[src/sv/sld_ram.sv]
`default_nettype none

// Simple dual-port RAM: one write port, one read port with registered data.
module sld_ram #(
  parameter int WIDTH = 32,
  parameter int DEPTH = 16,
  localparam int AW = (DEPTH > 1) ? $clog2(DEPTH) : 1
) (
  input  wire logic             clk,
  input  wire logic             we,
  input  wire logic [AW-1:0]    waddr,
  input  wire logic [WIDTH-1:0] wdata,
  input  wire logic [AW-1:0]    raddr,
  output logic      [WIDTH-1:0] rdata
);

  logic [WIDTH-1:0] mem [DEPTH];

  // Write port.
  always_ff @(posedge clk) begin
    if (we) begin
      mem[waddr] <= wdata;
    end
  end

  // Registered read port.
  always_ff @(posedge clk) begin
    rdata <= mem[raddr];
  end

endmodule

`default_nettype wire

[config.mk]
export PLATFORM = sky130hd
export DESIGN_NAME = sld_ram
export DESIGN_NICKNAME = d
export VERILOG_FILES = /design/src/sv/sld_ram.sv
export SDC_FILE = /design/constraint.sdc
export NUM_CORES = 1
export LEC_CHECK = 0
export ABC_AREA = 1
export BUFFER_PORTS_ARGS = -buffer_cell sky130_fd_sc_hd__buf_2
export CAP_MARGIN = 20
export CORE_UTILIZATION = 47
export DETAILED_ROUTE_END_ITERATION = 7
export MAX_ROUTING_LAYER = met4
export SKIP_CTS_REPAIR_TIMING = 1
export SYNTH_ARGS = -nofsm -noshare
export SYNTH_HDL_FRONTEND = slang
export SYNTH_SLANG_ARGS = --single-unit
[constraint.sdc]
create_clock -name clk -period 3.4 [get_ports clk]
set_input_delay 0.68 -clock clk [delete_from_list [all_inputs] [get_ports clk]]
set_output_delay 0.68 -clock clk [all_outputs]
set_load 0.01 [all_outputs]
# Yosys cells after proc, flatten, opt, wreduce, memory -nomap -nowiden
# Memories as Yosys holds them, arrays and structs flattened. A register that Yosys moved wholly into a read port is not among the register bits.
# Index checks and enable logic that the tools add are counted.
# totals
ff_bits	0
output_inout_bits	32
n_memories	1
ram_bits	512
word_cells	3
# op_classes
n_mux	2
# mem_list
name	words	width	rd	rd_clocked_by_memory_dff	write_ports	line_no	rtl
mem	16	32	1	1	1	17	logic [WIDTH-1:0] mem [DEPTH];
# ops
operator	n
2-to-1 mux 1 bit	2

# Depth between registers and ports, before layout
# Gate-level depths: netlist of the first run.
# depth
depth_word	2
ltp_mapped	10
mapped_depth_nobuf	7

# Worst setup path after synthesis of the first run
# OpenSTA, ideal clock, no wires.
# synth_timing
path_kind	input -> register
start	in waddr[2]
end	mem mem[10][0] (enable)
slack_ps	727
arrival_ps	2252
cell_stages	2
path_buffers	0
path_cell_list	nand3b_1 nor2_1
# synth_lines
element	line_no	rtl
from (decl)	11	input wire logic [AW-1:0] waddr,
to (decl)	17	
# Straight into the memory's write port.

# Final worst setup path of the first run
# layout_timing
start	in we
end	mem mem[12][13] (enable)
# layout_between
elab_chain_cells	2
# layout_lines
element	line_no	rtl
from (decl)	10	input wire logic we,
2-to-1 mux 1 bit	21	if (we) begin
2-to-1 mux 1 bit (implied by the code)	22	mem[waddr] <= wdata;
# Every way passes these cells.

==> results of run 1 <==
[through the flow]
stage	instance area, um2	worst slack [ns]	utilization [%]	power [mW]
floorplan	22700	0.727	-	8.21
global placement	23800	0.927	49.8	8.56
detailed placement	23800	0.888	49.8	8.57
CTS	25500	1.49	53.4	14.3
global route	25500	1.43	53.4	14.6
finish	25500	1.50	53.4	14.2
[layout make-up]
type	instances	area (um2)	area share, %
Clock buffer	91	1620	6.38
Clock inverter	12	80.1	0.314
Inverter	390	1470	5.79
Multi-Input combinational cell	1081	4670	18.3
Sequential cell	544	16000	62.9
Tap cell	615	769	3.02
Timing Repair Buffer	112	845	3.32
[routing by layer]
layer / track usage (%) / wire (um) / vias up
met2: 35.8 / 25200 / 444
li1: - / - / 6965
met1: 30.5 / 23500 / 6992
met5: - / 0 / -
met4: 8.13 / 1510 / 0
met3: 2.80 / 2870 / 92
[flip-flops by register name, summed over array words and instances (netlist names)]
register / count
mem: 512
rdata: 32
[worst min path at each step]
stage | start | to | depth (start not counted)
final | wdata[20] | mem[7][20] | 1
after global routing | wdata[20] | mem[15][20] | 1
after CTS | wdata[20] | mem[15][20] | 1
after detailed placement | mem[10][22] | rdata[22] | 6
after global placement | mem[10][29] | rdata[29] | 6
after floorplan | mem[10][0] | rdata[0] | 6
[synth_stat cells]
cell	n	area [um2]
nor2_1	17	63.8
nand3b_1	2	15.0
clkbuf_1	14	52.6
edfxtp_1	512	15400
inv_1	388	1460
buf_2	41	205
dfxtp_1	32	641
buf_1	14	52.6
buf_4	6	45.0
inv_4	1	6.26
buf_12	1	20.0
inv_2	1	3.75
nand2_1	677	2540
nand3_1	385	1930
buf_6	29	327
[power by group through the flow]
stage          Clock (mW)  Combinational (mW)  Sequential [mW]
3_5_place_dp            0               0.885             7.69
2_1_floorplan           0               0.511             7.70
3_3_place_gp            0               0.874             7.69
5_1_grt              6.09               0.977             7.56
4_1_cts              5.85               0.888             7.55
6_report             5.74               0.878             7.55
[cell families after synthesis]
| logic type | Yosys count | synth area share [%] |
|---|---|---|
| buffers and inverters | 495 | 9.54 |
| DFF | 544 | 70.5 |
| and+or+nand+nor | 1081 | 20.0 |
[worst max-delay path, cell delays in order]
cell and delay [ns]:
buf_2 0.11, nand3_1 0.34, nor2_4 0.70, buf_4 0.33
==> summary.md, run 1 <==
| Metric | Value |
|---|---|
| Status | `finished clean` |
| Crit path launch | `we` |
| Power Dens Cells | `556 nW/um2` |
| Peak supply drop | `362 uV` |
| Final setup vio count | `0` |
| Power share of the combinational group | `6.2%` |
| Avg Vias per Cell | `5.09` |
| Clock latency on the worst-skew pair | `0.60 ns` |
| Mapped Cells | `2120` |
| Die ar. | `49200 um2` |
| Clock power share | `40.5%` |
| Arrival time worst endpoint | `2.19 ns` |
| Post-layout nets | `2227` |
| DRC Markers | `0` |
| Reg-to-Reg End | `rdata[18]` |
| DIE HEIGHT | `222 um` |
| Mean post-synth cell area | `10.7 um2` |
| First-pass GRT wire length | `82.8 mm` |
| Final Skew | `0.0107 ns` |
| Vias in the first global route | `14212` |
| Die width | `222 um` |
| Initial antenna violation count | `0` |
| WL final | `53.1 mm` |
| Internal reg-to-reg setup slack | `2.27 ns` |
| Cell Int Power | `11.1 mW` |
| N_diodes | `0` |
| 1st-iter DRT viols | `1241` |
| Sequential fraction of design power | `53.3%` |
| Crit path time final | `1.90 ns` |
| Post-Syn Area | `22700 um2` |
| Max Freq | `526 MHz` |
| Non-filler instance count after layout | `2845` |
| IO Count | `74` |
| Floorplan core area | `47700 um2` |
| HPWL Detailed | `28.9 mm` |
| Synth cell types | `15` |
| Setup TNS | `0 ns` |
| CP required | `3.69 ns` |
| Psw | `3.11 mW` |
| GPL Wtd Cong | `0.789` |
| Layout overhead on the synthesized area | `12.1%` |
| Total gr overflow | `0` |
| Leak | `10.8 nW` |
| Slew Limit Fails | `0` |
| RSZ-0062 raised after global routing | `no` |
| Sequential area share after synthesis | `70.5%` |
| Element type at the critical path end | `register` |
| Fillers | `4157` |
| CTS sink count | `544` |
| Worst-case reg-to-reg path depth | `6` |
| MaxCap Viol Count | `0` |
| R2r startpoint | `mem[14][18]` |
| # H-tree levels | `2` |
| Largest net degree at the start of global routing | `117` |
| Hold Crit Class | `in2reg` |
| CTS tree | `done` |
| Switching Fraction | `22.0%` |
| Slew headroom | `32.7%` |
| Starting Density | `47.6%` |
| Cell Rows | `80` |
| Syn Nets | `2162` |
| Clock buffer depth | `3` |
| Inserted Clock Buffers | `56` |
| Layout cells sized above 1 | `9.15%` |
| PortBufs | `73` |
| Total number of vias | `14493` |
| Max FO, Critical Path | `17` |
| Final ANT Viol Nets | `0` |
| #FFs+latches synth | `544` |
| Hold WS | `0.475 ns` |
| Slew @ Worst Pin | `1.01 ns` |
| Gr usage total | `22.7%` |
| Root Driver | `clkbuf_16` |
| Clock Pin Slew Worst Setup and Hold Paths | `0.06 ns` |
| Startpoint type of the worst setup path | `input port` |
| Wire per inst | `18.7 um` |
| Most common cell after layout, fill and taps aside | `nand2_1` |
| DR pass1 iterations | `6` |
| Final hold vios | `0` |
| Most frequent cells in the layout | `nand2_1 (677), edfxtp_1 (512), inv_1 (386)` |
| Placed Cells incl. Taps | `2742` |
| Kind of critical path | `in2reg` |
| Final period util | `55.9%` |
| Worst Setup EP | `mem[12][13]` |
| Yosys Warn Count | `0` |
Note: power is estimated with default switching activity, not from simulation.
==> run 2: changes to the inputs <==
- clock period: 3.4 -> 1.9 ns (I/O delays scaled with it)
==> run 2 against run 1 <==
Against the previous run:
- first-iteration DRC count rose by 0.32%
- non-clock buffer count rose by 23
- clock power rose by 81%
- clock-buffer cell count fell by 6
- register-to-register slack got worse by 1.5 ns
- die area did not move
- setup slack got worse by 1.2 ns
- sequential share of layout area fell by 1.4 points
- wire length fell by 0.52%
- core utilization rose by 1.2 points
- cell area rose by 2.2%
- clock skew barely moved
==> summary.md, run 2 (synthesized netlist as in run 1, its figures left out) <==
| Metric | Value |
|---|---|
| DR pass1 iterations | `5` |
| Inserted Clock Buffers | `54` |
| Total gr overflow | `0` |
| Layout cells sized above 1 | `10.2%` |
| Final WS setup | `0.337 ns` |
| Power Dens Cells | `982 nW/um2` |
| Final Skew | `0.0103 ns` |
| Crit path time final | `1.56 ns` |
| Slew @ Worst Pin | `0.605 ns` |
| Fillers | `3955` |
| Clock latency on the worst-skew pair | `0.60 ns` |
| Clock buffer depth | `3` |
| CP cell instances | `buf_2` |
| Switching Fraction | `21.7%` |
| Hold WS | `0.178 ns` |
| CTS sink count | `544` |
| Max FO, Critical Path | `1` |
| Max Freq | `640 MHz` |
| Floorplan core area | `47700 um2` |
| Clock power share | `40.8%` |
| Max reg flops | `512` |
| Largest stage delay, worst path | `0.41 ns` |
| RSZ-0062 raised after global routing | `no` |
| Sequential fraction of design power | `52.7%` |
| Die ar. | `49200 um2` |
| Initial antenna violation count | `1` |
| Final hold vios | `0` |
| Non-filler instance count after layout | `2864` |
| Arrival time worst endpoint | `1.18 ns` |
| Final period util | `82.3%` |
| CP required | `1.52 ns` |
| Total power | `25.6 mW` |
| DP Area | `24300 um2` |
| Kind of critical path | `reg2out` |
| Most frequent cells in the layout | `nand2_1 (677), edfxtp_1 (512), inv_1 (386)` |
| Slew Limit Fails | `0` |
| Total number of vias | `14500` |
| PortBufs | `73` |
| DRC Markers | `0` |
| Final instance area | `26000 um2` |
| MaxCap Viol Count | `0` |
| Biggest register | `mem` |
| IO Count | `74` |
| 1st-iter DRT viols | `1245` |
| Finished Core Util | `54.6%` |
| Final ANT Viol Nets | `0` |
| Setup TNS | `0 ns` |
| Layout overhead on the synthesized area | `14.6%` |
| Most common cell after layout, fill and taps aside | `nand2_1` |
| Post-layout nets | `2248` |
| Top Family by Delay on Critical Path | `flip-flops` |
| Vias in the first global route | `13740` |
| Cell Rows | `80` |
| Cell Int Power | `20.0 mW` |
| Largest net degree at the start of global routing | `77` |
| Clock Pin Slew Worst Setup and Hold Paths | `0.06 ns` |
| Gr usage total | `22.7%` |
| Starting Density | `47.6%` |
| DIE HEIGHT | `222 um` |
| Psw | `5.55 mW` |
| Peak supply drop | `586 uV` |
| Internal reg-to-reg setup slack | `0.81 ns` |
| Startpoint type of the worst setup path | `register` |
| Element type at the critical path end | `primary output` |
| WL final | `52.8 mm` |
| Status | `finished clean` |
| GPL Wtd Cong | `0.794` |
| Dpl ws | `0.0592 ns` |
| CTS tree | `done` |
| Slowest CP cell | `dfxtp_1` |
| Slew headroom | `59.6%` |
| Largest regs | `mem x512, rdata x32` |
| Placed Cells incl. Taps | `2765` |
| Avg Vias per Cell | `5.06` |
| Die width | `222 um` |
| Leak | `11.1 nW` |
| Power share of the combinational group | `6.5%` |
| # H-tree levels | `2` |
| Crit path buf inv count | `1` |
| Wire per inst | `18.4 um` |
| Root Driver | `clkbuf_16` |
| Hold Crit Class | `in2reg` |
| Final setup vio count | `0` |
| HPWL Detailed | `29.3 mm` |
| First-pass GRT wire length | `82.0 mm` |
run 2: cell count changes in the layout (fill, tap and decap cells not counted):
| cell | change |
|---|---|
| buf_12 | +29 |
| buf_4 | -6 |
| bufinv_16 | +1 |
| clkbuf_1 | -9 |
| clkbuf_8 | +3 |
| clkinv_1 | +2 |
| clkinv_2 | -2 |
| diode_2 | +1 |
run 2: worst register-to-register path, delay by kind of cell, from the launching register on:
kind	cells	cell delay, ns
simple gates	5	0.54
flops	1	0.36
buf+inv	1	0.06
run 2: layout make-up:
| type | instances | area [um2] | share of cell area, % |
|---|---|---|---|
| clock buffer | 85 | 1630 | 6.26 |
| tap | 615 | 769 | 2.95 |
| sequential | 544 | 16000 | 61.5 |
| antenna | 1 | 2.50 | 0.00961 |
| timing repair buffer | 135 | 1380 | 5.30 |
| clock inverter | 13 | 108 | 0.413 |
| multi-input combinational | 1081 | 4670 | 17.9 |
| inverter | 390 | 1470 | 5.66 |
run 2: path summary, 6_finish.rpt:
path / from / to / cells after the start
max: rdata[7] / rdata[7] / 1
min reg2reg: mem[11][7] / rdata[7] / 6
min: wdata[25] / mem[10][25] / 1
max reg2reg: mem[5][8] / rdata[8] / 6
run 2: metal layers:
layer | share of wire, % | vias to the layer above | global-route usage [%] | wire length (um)
li1 | - | 7009 | - | -
met1 | 45 | 6968 | 31.6 | 23600
met2 | 47 | 447 | 34.7 | 24800
met3 | 6.3 | 76 | 3.18 | 3340
met4 | 2.1 | 0 | 6.74 | 1120
met5 | 0 | - | - | 0
run 2: power groups by stage:
stage,Clock (mW),Sequential (mW),Combinational (mW)
CTS,10.6,13.5,1.68
floorplan,0,13.8,0.917
global placement,0,13.7,1.65
detailed placement,0,13.7,1.67
global route,11.1,13.5,1.84
finish,10.4,13.5,1.66
==> run 3: changes to the inputs <==
- clock period: 1.9 -> 1.46 ns (I/O delays scaled with it)
==> run 3 against run 2 <==
Against the previous run:
- sequential power increased by 30%
- hold slack got worse by 0.11 ns
- via count increased by 0.39%
- critical path depth unchanged
- global-route usage decreased by 0.36 points
- clock skew about the same
- cell count increased by 0.84%
- setup slack got worse by 0.31 ns
- clock-buffer cell count decreased by 6
- wire length decreased by 0.78%
- total power increased by 30%
==> summary.md, run 3 (synthesized netlist as in run 1, its figures left out) <==
| Metric | Value |
|---|---|
| Status | `finished clean` |
| DIE HEIGHT | `222 um` |
| Final Skew | `0.00979 ns` |
| Post-layout nets | `2270` |
| CTS sink count | `544` |
| Clock Pin Slew Worst Setup and Hold Paths | `0.06 ns` |
| Element type at the critical path end | `primary output` |
| Final ANT Viol Nets | `0` |
| Final period util | `98.0%` |
| Non-filler instance count after layout | `2888` |
| Avg Vias per Cell | `5.04` |
| Die width | `222 um` |
| # H-tree levels | `2` |
| Die ar. | `49200 um2` |
| Slowest CP cell | `dfxtp_1` |
| Finished Core Util | `55.1%` |
| First-pass GRT wire length | `81.5 mm` |
| Fillers | `4054` |
| Slew Limit Fails | `0` |
| Slew @ Worst Pin | `0.412 ns` |
| CP required | `1.17 ns` |
| Largest net degree at the start of global routing | `65` |
| Clock latency on the worst-skew pair | `0.61 ns` |
| Wire per inst | `18.1 um` |
| Floorplan core area | `47700 um2` |
| IO Count | `74` |
| Final setup vio count | `0` |
| Layout cells sized above 1 | `11.3%` |
| Vias in the first global route | `14249` |
| Largest stage delay, worst path | `0.38 ns` |
| N_diodes | `0` |
| WL final | `52.4 mm` |
| Power Dens Cells | `1260 nW/um2` |
| Crit path depth | `1` |
| R2r startpoint | `mem[9][12]` |
| Total number of vias | `14557` |
| Crit path launch | `rdata[29]` |
| Final hold vios | `0` |
| Worst Setup EP | `rdata[29]` |
| Total power | `33.2 mW` |
| Clock buffer depth | `3` |
| Root Driver | `clkbuf_16` |
| Hold WS | `0.0648 ns` |
| Startpoint type of the worst setup path | `register` |
| Largest regs | `mem x512, rdata x32` |
| Peak supply drop | `943 uV` |
| Internal reg-to-reg setup slack | `0.47 ns` |
| MaxCap Viol Count | `0` |
| Most frequent cells in the layout | `nand2_1 (673), edfxtp_1 (512), inv_1 (386)` |
| Crit path time final | `1.43 ns` |
| Gr usage total | `22.3%` |
| Total gr overflow | `0` |
| Max FO, Critical Path | `1` |
| Arrival time worst endpoint | `1.14 ns` |
| Starting Density | `47.6%` |
| RSZ-0062 raised after global routing | `no` |
| Inserted Clock Buffers | `55` |
| Hold Crit Class | `in2reg` |
| Cell Rows | `80` |
| HPWL Detailed | `31.4 mm` |
| GPL Wtd Cong | `0.818` |
| Biggest register | `mem` |
| Kind of critical path | `reg2out` |
| Max reg flops | `512` |
| Top Family by Delay on Critical Path | `flip-flops` |
| DR pass1 iterations | `5` |
| Crit path buf inv count | `1` |
| PortBufs | `73` |
| Placed Cells incl. Taps | `2786` |
| Max Freq | `699 MHz` |
| Most common cell after layout, fill and taps aside | `nand2_1` |
| Hold Path Stages | `1` |
| Initial antenna violation count | `0` |
| Layout overhead on the synthesized area | `15.7%` |
| Reg-to-Reg End | `rdata[12]` |
| Setup TNS | `0 ns` |
| CP cell instances | `buf_2` |
| Slew headroom | `72.5%` |
| Worst-case reg-to-reg path depth | `6` |
| DRC Markers | `0` |
| 1st-iter DRT viols | `1147` |
| CTS tree | `done` |
| Leak | `11.2 nW` |
## run 3: changes by cell type in the layout (fill, tap and decap cells not counted), moves of 3 or more
cell / delta
nand2_1: -4
buf_12: +9
clkinv_2: +3
clkbuf_1: +3
dfxtp_1: -3
nand2_2: +3
clkinv_1: +4
buf_4: +12
dfxtp_2: +3
clkbuf_8: -7
## run 3: layout make-up
cell class / count / area, um2 / area share [%]
Clock inverter: 23 / 196 / 0.747
Tap cell: 615 / 769 / 2.93
Timing Repair Buffer: 156 / 1650 / 6.28
Inverter: 390 / 1470 / 5.60
Clock buffer: 79 / 1500 / 5.69
Sequential cell: 544 / 16000 / 60.9
Multi-Input combinational cell: 1081 / 4690 / 17.8
## run 3: how the worst min path moves through the flow
| stage | start | slack, ns | to |
|---|---|---|---|
| 6_report | wdata[5] | 0.06 | mem[0][5] |
| 4_1_cts | wdata[9] | 0.03 | mem[6][9] |
| 3_5_place_dp | mem[6][26] | 0.64 | rdata[26] |
| 2_1_floorplan | wdata[0] | 0.39 | mem[0][0] |
| 3_3_place_gp | mem[10][1] | 0.64 | rdata[1] |
| 5_1_grt | wdata[4] | 0.05 | mem[10][4] |
## run 3: metal layers
layer  track usage, %  vias to the layer above  wire length [um]
met5                -                        -                 0
met4             6.12                        0              1100
met3             3.35                       82              2380
met2             37.8                      335             26500
met1             27.9                     7079             22400
li1                 -                     7061                 -
## run 3: through the flow
stage          instance area (um2)  worst slack, ns
4_1_cts                      26300          -0.0561
5_1_grt                      26300          0.00576
6_report                     26300           0.0289
3_5_place_dp                 24600          -0.0173
2_1_floorplan                22900           -0.169
3_3_place_gp                 24600          -0.0190
## run 3: power breakdown
group	leakage [nW]	switching, mW	total, mW	internal (mW)
combinational	5.47	1.48	2.21	0.728
clock	0.828	5.74	13.4	7.64
sequential	4.90	0.112	17.6	17.5
total	11.2	7.34	33.2	25.8
## run 3: worst register-to-register path: stages (launching register included)
cell and delay, ns:
edfxtp_1 0.36, inv_1 0.06, nand2_1 0.04, nand3_1 0.07
nand3_1 0.17, nand3_1 0.13, nand2_1 0.05
